### src/hw/rtl/tsp_pkg.sv
`timescale 1ns / 1ps
// ----------------------------------------------------------------------------
// tsp_pkg
// Shared types, character codes and helpers for the timestamp text parser.
// ----------------------------------------------------------------------------
package tsp_pkg;

   localparam logic [7:0] CHAR_SPACE = 8'h20;
   localparam logic [7:0] CHAR_TAB   = 8'h09;
   localparam logic [7:0] CHAR_CR    = 8'h0D;
   localparam logic [7:0] CHAR_LF    = 8'h0A;
   localparam logic [7:0] CHAR_DASH  = 8'h2D;
   localparam logic [7:0] CHAR_COLON = 8'h3A;
   localparam logic [7:0] CHAR_ZERO  = 8'h30;
   localparam logic [7:0] CHAR_NINE  = 8'h39;

   localparam logic [4:0] BODY_LEN = 5'd19;

   localparam logic [13:0] YEAR_MIN   = 14'd2020;
   localparam logic [13:0] YEAR_MAX   = 14'd2099;
   localparam logic [6:0]  MONTH_MAX  = 7'd12;
   localparam logic [6:0]  HOUR_MAX   = 7'd23;
   localparam logic [6:0]  MINSEC_MAX = 7'd59;

   // fields of a finished text, handed from scanner to checker
   typedef struct packed {
      logic        failed;
      logic        in_tail;
      logic [13:0] year_acc;
      logic [6:0]  month_acc;
      logic [6:0]  day_acc;
      logic [6:0]  hour_acc;
      logic [6:0]  minute_acc;
      logic [6:0]  second_acc;
   } snap_type;

   function automatic logic [13:0] add_digit14(input logic [13:0] acc, input logic [3:0] d);
      add_digit14 = (acc << 3) + (acc << 1) + {10'd0, d};
   endfunction

   function automatic logic [6:0] add_digit7(input logic [6:0] acc, input logic [3:0] d);
      add_digit7 = (acc << 3) + (acc << 1) + {3'd0, d};
   endfunction

   // only meaningful for month 1..12; any other month gives 31
   function automatic logic [4:0] month_days(input logic [6:0] month, input logic leap);
      logic [4:0] len;
      case (month)
         7'd2: begin
            len = leap ? 5'd29 : 5'd28;
         end
         7'd4, 7'd6, 7'd9, 7'd11: begin
            len = 5'd30;
         end
         default: begin
            len = 5'd31;
         end
      endcase
      month_days = len;
   endfunction

endpackage

### src/hw/rtl/timestamp_text_parser.sv
`timescale 1ns / 1ps
// ----------------------------------------------------------------------------
// timestamp_text_parser
// Streaming parser for "YYYY-MM-DD HH:MM:SS" text, one character per transfer.
// ----------------------------------------------------------------------------
// Throughput: one character per cycle unless the input stalls. The snapshot
// is taken at the last character's transfer edge; the result register loads
// from it once the result register is empty or its result is taken.
// Input stalls only while a finished snapshot waits behind a held result.
// Synchronous active-high reset returns the scanner to skipping leading spaces
// and empties both registers.
module timestamp_text_parser (
   input  logic        clock,
   input  logic        reset,
   input  logic        req_tvalid,
   output logic        req_tready,
   input  logic [7:0]  req_tdata,   // [7:0] char_code
   input  logic        req_tlast,   // final_char
   output logic        rsp_tvalid,
   input  logic        rsp_tready,
   output logic [39:0] rsp_tdata,   // [11:0] year, [15:12] month, [20:16] day,
                                    // [25:21] hour, [31:26] minute, [37:32] second
   output logic        rsp_tuser    // valid_res
);

   logic              char_take;
   logic              snap_valid;
   logic              snap_take;
   tsp_pkg::snap_type snap;
   logic [37:0]       rsp_fields;

   assign req_tready = !snap_valid || snap_take;
   assign char_take  = req_tvalid && req_tready;

   tsp_scan u_scan (
      .clock      (clock),
      .reset      (reset),
      .char_take  (char_take),
      .char_code  (req_tdata),
      .final_char (req_tlast),
      .snap_take  (snap_take),
      .snap_valid (snap_valid),
      .snap       (snap)
   );

   tsp_check u_check (
      .clock      (clock),
      .reset      (reset),
      .snap_valid (snap_valid),
      .snap       (snap),
      .snap_take  (snap_take),
      .rsp_valid  (rsp_tvalid),
      .rsp_ready  (rsp_tready),
      .rsp_ok     (rsp_tuser),
      .rsp_fields (rsp_fields)
   );

   assign rsp_tdata = {2'b00, rsp_fields};

endmodule

### src/hw/rtl/tsp_scan.sv
`timescale 1ns / 1ps
// ----------------------------------------------------------------------------
// tsp_scan
// Per-character scanner: skips leading spaces, checks the body layout,
// accumulates the digit fields and latches a snapshot on the last character.
// ----------------------------------------------------------------------------
module tsp_scan (
   input  logic              clock,
   input  logic              reset,
   input  logic              char_take,
   input  logic [7:0]        char_code,
   input  logic              final_char,
   input  logic              snap_take,
   output logic              snap_valid,
   output tsp_pkg::snap_type snap
);

   localparam logic [1:0] PH_SKIP = 2'd0;
   localparam logic [1:0] PH_BODY = 2'd1;
   localparam logic [1:0] PH_TAIL = 2'd2;

   localparam logic [4:0] POS_DASH_A  = 5'd4;
   localparam logic [4:0] POS_DASH_B  = 5'd7;
   localparam logic [4:0] POS_SPACE   = 5'd10;
   localparam logic [4:0] POS_COLON_A = 5'd13;
   localparam logic [4:0] POS_COLON_B = 5'd16;
   localparam logic [4:0] POS_YEAR_END   = 5'd3;
   localparam logic [4:0] POS_MONTH_END  = 5'd6;
   localparam logic [4:0] POS_DAY_END    = 5'd9;
   localparam logic [4:0] POS_HOUR_END   = 5'd12;
   localparam logic [4:0] POS_MINUTE_END = 5'd15;

   logic [1:0]  phase_ff, phase_in;
   logic [4:0]  position_ff, position_in;
   logic        failed_ff, failed_in;
   logic [13:0] year_ff, year_in;
   logic [6:0]  month_ff, month_in;
   logic [6:0]  day_ff, day_in;
   logic [6:0]  hour_ff, hour_in;
   logic [6:0]  minute_ff, minute_in;
   logic [6:0]  second_ff, second_in;
   logic        snap_valid_ff, snap_valid_in;
   tsp_pkg::snap_type snap_ff, snap_in;

   logic       body;
   logic [4:0] pos_cur;
   logic [4:0] pos_next;
   logic       is_digit;
   logic       is_ws;
   logic [7:0] digit_wide;
   logic [3:0] digit;

   assign digit_wide = char_code - tsp_pkg::CHAR_ZERO;
   assign digit      = digit_wide[3:0];
   assign is_digit   = (char_code >= tsp_pkg::CHAR_ZERO) && (char_code <= tsp_pkg::CHAR_NINE);
   assign is_ws      = (char_code == tsp_pkg::CHAR_SPACE) || (char_code == tsp_pkg::CHAR_TAB) ||
                       (char_code == tsp_pkg::CHAR_CR) || (char_code == tsp_pkg::CHAR_LF);
   assign pos_cur    = (phase_ff == PH_SKIP) ? 5'd0 : position_ff;
   assign pos_next   = pos_cur + 5'd1;

   always_comb begin
      phase_in    = phase_ff;
      position_in = position_ff;
      failed_in   = failed_ff;
      year_in     = year_ff;
      month_in    = month_ff;
      day_in      = day_ff;
      hour_in     = hour_ff;
      minute_in   = minute_ff;
      second_in   = second_ff;
      body        = 1'b0;

      if (phase_ff == PH_SKIP) begin
         if (char_code != tsp_pkg::CHAR_SPACE) begin
            body = 1'b1;
         end
      end else if (phase_ff == PH_BODY) begin
         body = 1'b1;
      end else if (!is_ws) begin
         failed_in = 1'b1;
      end

      if (body) begin
         if (pos_cur == POS_DASH_A || pos_cur == POS_DASH_B) begin
            if (char_code != tsp_pkg::CHAR_DASH) failed_in = 1'b1;
         end else if (pos_cur == POS_SPACE) begin
            if (char_code != tsp_pkg::CHAR_SPACE) failed_in = 1'b1;
         end else if (pos_cur == POS_COLON_A || pos_cur == POS_COLON_B) begin
            if (char_code != tsp_pkg::CHAR_COLON) failed_in = 1'b1;
         end else if (!is_digit) begin
            failed_in = 1'b1;
         end else if (pos_cur <= POS_YEAR_END) begin
            year_in = tsp_pkg::add_digit14(year_ff, digit);
         end else if (pos_cur <= POS_MONTH_END) begin
            month_in = tsp_pkg::add_digit7(month_ff, digit);
         end else if (pos_cur <= POS_DAY_END) begin
            day_in = tsp_pkg::add_digit7(day_ff, digit);
         end else if (pos_cur <= POS_HOUR_END) begin
            hour_in = tsp_pkg::add_digit7(hour_ff, digit);
         end else if (pos_cur <= POS_MINUTE_END) begin
            minute_in = tsp_pkg::add_digit7(minute_ff, digit);
         end else begin
            second_in = tsp_pkg::add_digit7(second_ff, digit);
         end
         position_in = pos_next;
         phase_in    = (pos_next >= tsp_pkg::BODY_LEN) ? PH_TAIL : PH_BODY;
      end
   end

   always_comb begin
      snap_in.failed     = failed_in;
      snap_in.in_tail    = (phase_in == PH_TAIL);
      snap_in.year_acc   = year_in;
      snap_in.month_acc  = month_in;
      snap_in.day_acc    = day_in;
      snap_in.hour_acc   = hour_in;
      snap_in.minute_acc = minute_in;
      snap_in.second_acc = second_in;
      if (char_take && final_char) begin
         snap_valid_in = 1'b1;
      end else if (snap_take) begin
         snap_valid_in = 1'b0;
      end else begin
         snap_valid_in = snap_valid_ff;
      end
   end

   always_ff @(posedge clock) begin
      if (reset) begin
         phase_ff      <= PH_SKIP;
         position_ff   <= 5'd0;
         failed_ff     <= 1'b0;
         year_ff       <= 14'd0;
         month_ff      <= 7'd0;
         day_ff        <= 7'd0;
         hour_ff       <= 7'd0;
         minute_ff     <= 7'd0;
         second_ff     <= 7'd0;
         snap_valid_ff <= 1'b0;
      end else begin
         snap_valid_ff <= snap_valid_in;
         if (char_take) begin
            if (final_char) begin
               phase_ff    <= PH_SKIP;
               position_ff <= 5'd0;
               failed_ff   <= 1'b0;
               year_ff     <= 14'd0;
               month_ff    <= 7'd0;
               day_ff      <= 7'd0;
               hour_ff     <= 7'd0;
               minute_ff   <= 7'd0;
               second_ff   <= 7'd0;
            end else begin
               phase_ff    <= phase_in;
               position_ff <= position_in;
               failed_ff   <= failed_in;
               year_ff     <= year_in;
               month_ff    <= month_in;
               day_ff      <= day_in;
               hour_ff     <= hour_in;
               minute_ff   <= minute_in;
               second_ff   <= second_in;
            end
         end
      end
   end

   always_ff @(posedge clock) begin
      if (char_take && final_char) begin
         snap_ff <= snap_in;
      end
   end

   assign snap_valid = snap_valid_ff;
   assign snap       = snap_ff;

endmodule

### src/hw/rtl/tsp_check.sv
`timescale 1ns / 1ps
// ----------------------------------------------------------------------------
// tsp_check
// Range and calendar checks on a finished text, with the result register.
// ----------------------------------------------------------------------------
module tsp_check (
   input  logic              clock,
   input  logic              reset,
   input  logic              snap_valid,
   input  tsp_pkg::snap_type snap,
   output logic              snap_take,
   output logic              rsp_valid,
   input  logic              rsp_ready,
   output logic              rsp_ok,
   output logic [37:0]       rsp_fields
);

   logic        out_valid_ff, out_valid_in;
   logic        ok_ff, ok_in;
   logic [37:0] fields_ff, fields_in;
   logic [4:0]  mlen;
   logic        leap;

   assign snap_take = !out_valid_ff || rsp_ready;
   assign leap      = (snap.year_acc[1:0] == 2'b00);
   assign mlen      = tsp_pkg::month_days(snap.month_acc, leap);

   always_comb begin
      ok_in = !snap.failed && snap.in_tail &&
              (snap.year_acc >= tsp_pkg::YEAR_MIN) && (snap.year_acc <= tsp_pkg::YEAR_MAX) &&
              (snap.month_acc >= 7'd1) && (snap.month_acc <= tsp_pkg::MONTH_MAX) &&
              (snap.hour_acc <= tsp_pkg::HOUR_MAX) &&
              (snap.minute_acc <= tsp_pkg::MINSEC_MAX) &&
              (snap.second_acc <= tsp_pkg::MINSEC_MAX) &&
              (snap.day_acc >= 7'd1) && (snap.day_acc <= {2'b00, mlen});
      if (ok_in) begin
         fields_in = {snap.second_acc[5:0], snap.minute_acc[5:0], snap.hour_acc[4:0],
                      snap.day_acc[4:0], snap.month_acc[3:0], snap.year_acc[11:0]};
      end else begin
         fields_in = 38'd0;
      end
      if (snap_valid && snap_take) begin
         out_valid_in = 1'b1;
      end else if (rsp_ready) begin
         out_valid_in = 1'b0;
      end else begin
         out_valid_in = out_valid_ff;
      end
   end

   always_ff @(posedge clock) begin
      if (reset) begin
         out_valid_ff <= 1'b0;
      end else begin
         out_valid_ff <= out_valid_in;
      end
   end

   always_ff @(posedge clock) begin
      if (snap_valid && snap_take) begin
         ok_ff     <= ok_in;
         fields_ff <= fields_in;
      end
   end

   assign rsp_valid  = out_valid_ff;
   assign rsp_ok     = ok_ff;
   assign rsp_fields = fields_ff;

endmodule

### config.mk
export PLATFORM = sky130hd
export DESIGN_NAME = timestamp_text_parser
export DESIGN_NICKNAME = d
export VERILOG_FILES = /design/src/hw/rtl/tsp_pkg.sv /design/src/hw/rtl/timestamp_text_parser.sv /design/src/hw/rtl/tsp_scan.sv /design/src/hw/rtl/tsp_check.sv
export SDC_FILE = /design/constraint.sdc
export NUM_CORES = 1
export LEC_CHECK = 0
export BUFFER_PORTS_ARGS = -buffer_cell sky130_fd_sc_hd__buf_2
export CORE_MARGIN = 5
export CORE_UTILIZATION = 50
export DETAILED_ROUTE_END_ITERATION = 10
export GPL_TIMING_DRIVEN = 1
export PLACE_DENSITY_LB_ADDON = 0.15
export SLEW_MARGIN = 10
export SYNTH_ARGS = -nofsm -noshare
export SYNTH_HDL_FRONTEND = slang
export SYNTH_SLANG_ARGS = --single-unit
### constraint.sdc
create_clock -name clock -period 4.6 [get_ports clock]
set_input_delay 0.92 -clock clock [delete_from_list [all_inputs] [get_ports clock]]
set_output_delay 0.92 -clock clock [all_outputs]
set_load 0.05 [all_outputs]
==> results of run 1 <==
worst min-delay path by stage:
stage                                    from  slack [ps]  cells past startpoint             endpoint
after CTS                  u_scan.month_ff[6]         470                      1   u_scan.month_ff[6]
final                     u_scan.minute_ff[6]         470                      1  u_scan.minute_ff[6]
after global placement    u_scan.minute_ff[6]         450                      1  u_scan.minute_ff[6]
after detailed placement   u_scan.month_ff[6]         450                      1   u_scan.month_ff[6]
after floorplan           u_scan.minute_ff[6]         440                      1  u_scan.minute_ff[6]
after global routing       u_scan.month_ff[6]         490                      1   u_scan.month_ff[6]
cell type report:
| cell class | count | area (um^2) |
|---|---|---|
| Timing Repair Buffer | 58 | 303 |
| Clock inverter | 14 | 178 |
| Sequential cell | 149 | 3880 |
| Clock buffer | 18 | 429 |
| Fill cell | 1416 | 7060 |
| Inverter | 61 | 229 |
| Tap cell | 220 | 275 |
| Multi-Input combinational cell | 513 | 4170 |
cell usage after synthesis (all sizes together) (3+ instances only):
cell    number
nand3        9
fa          12
ha          69
o311ai       3
edfxtp      90
nor4         4
nand3b       3
a22oi        8
nand2b       3
a21o        13
a21oi       33
nand2       35
nor2b        8
and3         3
a22o        35
o21a         4
a32o         6
xor2         4
or3          4
nor3        13
xnor2       32
mux2        33
or2          3
and2        43
buf         15
dfxtp       59
inv         60
o21ai       32
nor2        44
or4b         3
nor4b        5
clkbuf      15
nand4        5
cells by family (layout without fill, tap and decap cells):
family / after synthesis / in the layout / synth area share
AO/OA/AOI/OAI: 164 / 164 / 0.146
adder cells (fa/ha/maj): 81 / 81 / 0.131
buffers and inverters: 91 / 151 / 0.0449
AND/OR/NAND/NOR: 196 / 196 / 0.132
XOR/XNOR: 36 / 36 / 0.0375
multiplexers: 34 / 34 / 0.0454
other: 1 / 2 / 0.000446
flip-flops: 149 / 149 / 0.462
per-layer routing:
layer / share of wire / wire, um / global-route usage
met5: 0 / 0 / 0
met4: 0.021 / 369 / 0.0699
met3: 0.052 / 930 / 0.0391
met2: 0.47 / 8330 / 0.301
met1: 0.46 / 8160 / 0.242
where the power goes:
group          leakage (nW)  internal (mW)  switching (mW)
clock                 0.290          0.860           0.554
sequential             1.34           1.43          0.0129
combinational          2.38         0.0377           0.122
flip-flops by register name (all words and copies together) (netlist names), 2 cells and up:
name / cells
u_scan.year_ff: 14
u_scan.hour_ff: 7
u_check.rsp_fields: 38
u_scan.snap: 51
u_scan.second_ff: 7
u_scan.phase_ff: 2
u_scan.day_ff: 7
u_scan.position_ff: 5
u_scan.minute_ff: 7
u_scan.month_ff: 7
per-stage QoR:
stage          area (um^2)  hold WS [ps]
6_report              9470           472
3_5_place_dp          8860           449
3_3_place_gp          8860           450
2_1_floorplan         8410           435
5_1_grt               9470           493
4_1_cts               9470           475
worst max-delay path: cells and delay by family (launching register included):
family | cells | cell delay (ps)
compound gates | 2 | 380
flops | 1 | 520
buf+inv | 1 | 80
simple gates | 6 | 2530
fa+ha+maj | 1 | 260
==> out/qor.yml, run 1 <==
status: "finished clean"
cp_cell_sequence: "or2_4 -> and2_1 -> inv_1 -> ha_1 -> and4bb_1 -> o21ai_2 -> nor4b_4 -> and2_0 -> a22oi_1 -> nor2_1"
gp_congestion: 0.887
max_cap_viol_count: 0
grt_remaining_overflow: 0
clock_path_buffers: 2
maxSlewHeadroom: 0.219
clk_latency_ps: 420
dr_total_vias: 5763
setup_ws_ps: 761
viasPerCell: 5.58
hpwl_um: 13000
synth-seq-cells: 149
cts_root_buf: "clkbuf_16"
cts_hold_buf: 0
final_core_util: 0.573
synth-seq-area-share: 0.462
ant_nets: 0
period_needed_ps: 3840
port_buffers: 53
total_power_mw: 3.02
grt_setup_unrepaired: "no"
numClockSinks: 149
slowest_stage: "nor4b_4"
fin_crit_sh: 0.834
syn_avg_cell_area_um2: 11.2
chipWidth_um: 140
grt_pass1_wl_um: 28900
fmax_ghz: 0.261
antenna_found_initial: 0
dieArea_mm2: 0.0195
synth_flop_cell: "edfxtp_1"
r2r_setup_slack_ps: 760
fin_setup_tns_ps: 0
hold_viol_final: 0
routed_wl_um: 17800
crit_end: "u_scan.year_ff[7]"
maxSlewViolCount: 0
cts_tree: "built"
critPathCaptureType: "register"
critPathLaunch: "u_scan.phase_ff[0]"
io_pins: 56
core_area_mm2: 0.0165
drc: 0
clk_pin_slew_worst_paths_ps: 60
post-cts-setup-buffer-count: 0
critical_path_class: "reg2reg"
crit_required_ps: 4950
grt_usage: 0.184
worstRegToRegCells: 10
synth_top_area_frac: 0.321
area_growth_pct: 12.6
htreeDepth: 4
path_max_fanout: 19
hp-class: "reg2reg"
ir_drop_uv: 286
grt_pass1_vias: 5689
synth_area_leaders: "edfxtp_1, dfxtp_1, ha_1"
dp_cells: 1001
final_common_cell: "edfxtp_1"
numCtsBuffers: 17
fp-row-count: 47
drt_iter0_markers: 335
cp-start-kind: "register"
first_pass_iters: 4
critical_path_arrival_ps: 4190
async_flop_share: 0
tightestPinTransition_ps: 1170
post_cts_resized: 0
post-place-ws_ps: 806
syn_area_mm2: 0.00841
skew_ps: 5.74
num-nets-final: 894
final_cells: 1033
synth_cells: 752
final_cell_mix: "edfxtp_1, ha_1, inv_1, dfxtp_1, buf_2"
grt_max_degree: 52
ys_types: 82
die_h_um: 140
r2r-start: "u_scan.phase_ff[0]"
drive_gt1_frac: 0.173
setup_violations: 0
synth-edff-count: 90
wire_per_inst_um: 17.2
worstReg2RegEnd: "u_scan.year_ff[7]"
synth.largest_area_cell: "edfxtp_1"
start_util: 0.509
p_leak_nw: 4.01
powerDensity_mw_per_mm2: 319
slowest_delay_ps: 930
ys.warnings.count: 0
antenna_cells: 0
(Power assumes the default switching activity.)
==> run 2: changes to the inputs <==
Clock period 4.6 ns to 3.7 ns, I/O delays scaled along.
==> run 2 against run 1 <==
  * Sequential share of layout area fell by 0.32 points
  * Clock power grew 21%
  * Clock-buffer cell count is the same
  * Clock skew grew 4.2 ps
  * First-iteration DRC count is 2.1% higher
==> out/qor.yml, run 2 (synthesis gave the netlist of run 1 again) <==
powerDensity_mw_per_mm2: 389  # +22%
chipWidth_um: 140  # unchanged
p_sw_mw: 0.876  # +27%
cp-start-kind: "register"
slowest_stage: "dfxtp_1"
post_cts_resized: 0  # unchanged
max_cap_viol_count: 0  # unchanged
p_clk_frac: 0.460  # -0.008
hpwl_um: 13600  # +4.4%
critical_path_class: "reg2reg"
ir_drop_uv: 315  # +10%
critical_path_arrival_ps: 3710  # -480 ps
post-cts-setup-buffer-count: 0  # unchanged
dr_total_vias: 5798  # +0.61%
worstReg2RegEnd: "u_scan.month_ff[5]"
hold_viol_final: 0  # unchanged
path_max_fanout: 9  # -10
cts_root_buf: "clkbuf_16"
tightestPinTransition_ps: 1170  # +4.64 ps
setup_violations: 0  # unchanged
dieArea_mm2: 0.0195  # unchanged
final_cell_mix: "edfxtp_1, ha_1, inv_1, dfxtp_1, buf_2"
numClockSinks: 149  # unchanged
wire_per_inst_um: 17.6  # +1.9%
critPathCaptureType: "register"
crit_required_ps: 4010  # -940 ps
maxSlewViolCount: 0  # unchanged
largest_reg_flops: 51  # unchanged
hold_path_depth: 1  # unchanged
power.internal_mw: 2.83  # +21%
power_frac_comb: 0.056  # +0.003
seq_power_share: 0.485  # +0.006
core_area_mm2: 0.0165  # unchanged
clk_latency_ps: 430  # about the same
cts_hold_buf: 0  # unchanged
slowest_delay_ps: 520  # -410 ps
maxSlewHeadroom: 0.212  # -0.00721
cts_tree: "built"
grt_remaining_overflow: 0  # unchanged
start_util: 0.509  # unchanged
viasPerCell: 5.55  # -0.55%
skew_ps: 9.95  # +4.21 ps
clock_path_buffers: 2  # unchanged
grt_pass1_vias: 5962  # +4.8%
drt_iter0_markers: 342  # +2.1%
num-nets-final: 906  # +1.3%
drc: 0  # unchanged
final_common_cell: "edfxtp_1"
status: "finished clean"
gp_congestion: 0.858  # -3.3%
drive_gt1_frac: 0.184  # +0.0108
numCtsBuffers: 17  # unchanged
worstRegToRegCells: 10  # unchanged
hp-class: "reg2reg"
antenna_cells: 0  # unchanged
clk_pin_slew_worst_paths_ps: 70  # about the same
dp_cells: 1013  # +1.2%
fmax_ghz: 0.294  # +13%
grt_setup_unrepaired: "no"
hp-start: "u_scan.day_ff[6]"
p_sw_frac: 0.236  # +0.00814
grt_pass1_wl_um: 30300  # +5.0%
antenna_found_initial: 0  # unchanged
r2r_setup_slack_ps: 300  # -460 ps
area_growth_pct: 13.5
ant_nets: 0  # unchanged
fin_setup_tns_ps: 0  # unchanged
p_leak_nw: 4.05  # +1.0%
cp_cell_sequence: "or2_4 -> and2_1 -> inv_1 -> ha_1 -> and4bb_1 -> o21ai_2 -> or4b_4 -> a2111o_1 -> a21o_1 -> a22o_1"
grt_usage: 0.193  # +0.00882
io_pins: 56  # unchanged
min_delay_worst_endpoint: "u_scan.day_ff[6]"
port_buffers: 53  # unchanged
fin_crit_sh: 0.919  # +0.0849
top_register: "u_scan.snap"
routed_wl_um: 18300  # +3.1%
htreeDepth: 4  # unchanged
r2r-start: "u_scan.phase_ff[0]"
grt_max_degree: 40  # -23%
die_h_um: 140  # unchanged
period_needed_ps: 3400  # -437 ps
fp-row-count: 47  # unchanged
final_cells: 1045  # +1.2%
first_pass_iters: 5  # +1
## run 2: cell count changes in the layout (fill, tap and decap cells not counted), sizes merged
| cell | change |
|---|---|
| buf | +12 |
| clkinv | -4 |
| clkinvlp | +3 |
| inv | +2 |
| bufinv | -1 |
## run 2: worst max-delay path by stage
stage                             startpoint  slack (ps)  cells after the start            endpoint
after global routing      u_scan.phase_ff[0]          50                     10      u_scan.snap[4]
after floorplan                 req_tdata[3]         310                     10     u_scan.snap[48]
final                     u_scan.phase_ff[0]         300                     10  u_scan.month_ff[5]
after global placement          req_tdata[3]         230                     11     u_scan.snap[48]
after detailed placement        req_tdata[3]         120                     11     u_scan.snap[48]
after CTS                 u_scan.phase_ff[0]         330                     10  u_scan.month_ff[5]
## run 2: layout make-up
type                    count  area (um^2)
multi-input cells         513         4170
flip-flops and latches    149         3880
clock inverters            14          149
fillers                  1373         6990
inverters                  61          229
repair buffers             70          405
well taps                 220          275
clock buffers              18          429
## run 2: power groups by stage
stage	sequential (mW)	combinational [mW]	clock (mW)
2_1_floorplan	1.87	0.0970	0
3_3_place_gp	1.83	0.203	0
3_5_place_dp	1.83	0.208	0
4_1_cts	1.80	0.208	1.73
5_1_grt	1.80	0.223	1.80
6_report	1.80	0.206	1.70
## run 2: per-stage QoR
step	hold WS, ps	setup WS [ps]	util	total power, mW	instance area, um^2
detailed placement	459	121	0.542	2.04	8960
global route	493	45.1	0.577	3.82	9540
global placement	450	228	0.542	2.03	8960
CTS	478	328	0.577	3.73	9540
finish	485	299	0.577	3.71	9540
floorplan	435	314	-	1.97	8410
## run 2: per-layer routing
layer,global-route usage,wire length (um),vias to the layer above
li1,-,-,2862
met1,0.251,8420,2798
met2,0.317,8750,114
met3,0.0439,790,24
met4,0.0694,382,0
met5,0,0,-
## run 2: critical path, delay by kind of cell (launching register included)
family | cells | cell delay [ps]
AOI/OAI and AO/OA | 4 | 1260
and+or+nand+nor | 4 | 1160
DFF | 1 | 520
adders and majority gates | 1 | 260
buffers and inverters | 1 | 80
==> run 3: changes to the inputs <==
Settings changed: SKIP_CTS_REPAIR_TIMING from default to 1, SYNTH_HIERARCHICAL from default to 1.
==> run 3 against run 2 <==
  * Sequential share of layout area shrank 0.74 points
  * Area after synthesis is 1.8% higher
  * Routed wire length grew 4.2%
  * Sequential power hardly changed
  * Highest routed layer unchanged
  * Final area grew 1.9%
  * Utilization increased by 0.45 points
==> out/qor.yml, run 3 <==
port_buffers: 53  # unchanged
maxSlewViolCount: 0  # unchanged
num-nets-final: 953  # +5.2%
top_register: "u_scan/snap"
antenna_found_initial: 0  # unchanged
final_core_util: 0.582  # +0.00454
total_power_mw: 3.90  # +5.3%
clk_latency_ps: 420  # about the same
antenna_cells: 0  # unchanged
htreeDepth: 4  # unchanged
nFillCells: 1422  # +3.6%
path_max_fanout: 20  # +11
area_growth_pct: 13.6
hold_viol_final: 0  # unchanged
dr_total_vias: 6378  # +10%
synth_flop_cell: "edfxtp_1"
worstRegToRegCells: 10  # unchanged
ir_drop_uv: 340  # +8.0%
cp-start-kind: "register"
grt_setup_unrepaired: "no"
grt_max_degree: 40  # unchanged
routed_wl_um: 19100  # +4.2%
grt_pass1_wl_um: 31600  # +4.5%
synth_area_leaders: "edfxtp_1, dfxtp_1, ha_1"
viasPerCell: 5.84  # +5.2%
maxSlewHeadroom: 0.284  # +0.0724
final_cell_mix: "edfxtp_1, nand2_1, ha_1"
ys.warnings.count: 6  # +6
largest_reg_flops: 51  # unchanged
fin_setup_tns_ps: 0  # unchanged
first_pass_iters: 5  # unchanged
yosysMostFrequentCell: "edfxtp_1"
synth_cells: 808  # +7.4%
drive_gt1_frac: 0.173  # -0.0113
grt_usage: 0.199  # +0.00581
gp_congestion: 0.884  # +3.1%
period_needed_ps: 3460  # +57.6 ps
drt_iter0_markers: 346  # +1.2%
hold_path_depth: 1  # unchanged
slowest_delay_ps: 830  # +310 ps
setup_ws_ps: 241  # -57.6 ps
numClockSinks: 149  # unchanged
fmax_ghz: 0.289  # -1.7%
synth_top_area_frac: 0.316  # -0.00555
slowest_stage: "o21ai_1"
critPathCaptureType: "register"
clk_pin_slew_worst_paths_ps: 70  # about the same
synth.largest_area_cell: "edfxtp_1"
post-place-ws_ps: 52.1  # -68.4 ps
max_cap_viol_count: 0  # unchanged
fp-row-count: 47  # unchanged
powerDensity_mw_per_mm2: 402  # +3.4%
cts_tree: "built"
critical_path_class: "reg2reg"
fin_crit_sh: 0.935  # +0.0156
io_pins: 56  # unchanged
drc: 0  # unchanged
die_h_um: 141  # +0.81%
cp_cell_sequence: "or2_1 -> nand2_1 -> inv_1 -> ha_1 -> o2111ai_1 -> nand3_1 -> nor2b_1 -> buf_12 -> o21ai_1 -> a22o_1"
cts_root_buf: "clkbuf_16"
yosys-top-cells-count: "edfxtp_1, nand2_1, ha_1"
status: "finished clean"
synth-seq-cells: 149  # unchanged
hpwl_um: 14000  # +3.4%
ant_nets: 0  # unchanged
tightestPinTransition_ps: 1070  # -108 ps
syn_avg_cell_area_um2: 10.6  # -5.3%
core_area_mm2: 0.0167  # +1.1%
final_common_cell: "edfxtp_1"
start_util: 0.512  # +0.00347
clock_path_buffers: 2  # unchanged
numCtsBuffers: 17  # unchanged
synth-edff-count: 90  # unchanged
setup_violations: 0  # unchanged
syn_area_mm2: 0.00856  # +1.8%
ys_types: 72  # -12%
skew_ps: 10.5  # +0.580 ps
dieArea_mm2: 0.0198  # +1.6%
crit_required_ps: 4070  # +60 ps
grt_remaining_overflow: 0  # unchanged
grt_pass1_vias: 6249  # +4.8%
p_leak_nw: 4.08  # +0.78%
synth-seq-area-share: 0.454  # -0.00797
hp-class: "reg2reg"
chipWidth_um: 141  # +0.81%
async_flop_share: 0  # unchanged
wire_per_inst_um: 17.5  # -0.36%
critical_path_arrival_ps: 3820  # +110 ps
run 3: layer usage:
layer,vias to the layer above,wire length (um),GRT usage
li1,3087,-,-
met1,3088,8650,0.264
met2,178,9140,0.323
met3,25,909,0.0437
met4,0,415,0.0688
met5,-,0,0
run 3: cell type report:
class / instances / area (um^2) / area share
multi-input cells: 558 / 4260 / 0.438
flip-flops and latches: 149 / 3880 / 0.400
clock buffers: 18 / 439 / 0.0452
repair buffers: 71 / 413 / 0.0425
well taps: 220 / 275 / 0.0283
inverters: 63 / 236 / 0.0243
clock inverters: 14 / 214 / 0.0220
run 3: cell families after synthesis:
family / share of synthesized area
mux: 0.0367
compound gates: 0.146
simple gates: 0.148
xor+xnor: 0.0379
flops: 0.454
other cells: 0.000438
fa+ha+maj: 0.128
buf+inv: 0.0496
run 3: worst paths after layout:
kind	from	to	slack, ps
setup / recovery	u_scan/phase_ff[0]	u_scan/year_ff[11]	240
hold / removal	u_scan/day_ff[6]	u_scan/day_ff[6]	480
setup reg to reg	u_scan/phase_ff[0]	u_scan/year_ff[11]	240
hold reg to reg	u_scan/day_ff[6]	u_scan/day_ff[6]	480
run 3: critical path, delay by kind of cell (launching register included):
family	cells	cell delay, ps
flops	1	480
buf+inv	2	280
simple gates	4	930
fa+ha+maj	1	270
compound gates	3	1420
run 3: through the flow:
| stage | instances | instance area [um^2] | hold slack, ps |
|---|---|---|---|
| after floorplan | 809 | 8560 | 439 |
| after global placement | 1061 | 9060 | 455 |
| after detailed placement | 1061 | 9060 | 464 |
| after CTS | 1093 | 9720 | 481 |
| after global routing | 1093 | 9720 | 507 |
| final | 1093 | 9720 | 476 |
run 3: power by group:
part / internal (mW) / switching [mW]
clock network: 1.17 / 0.730
logic: 0.0501 / 0.149
registers: 1.78 / 0.0193
total: 3.00 / 0.899
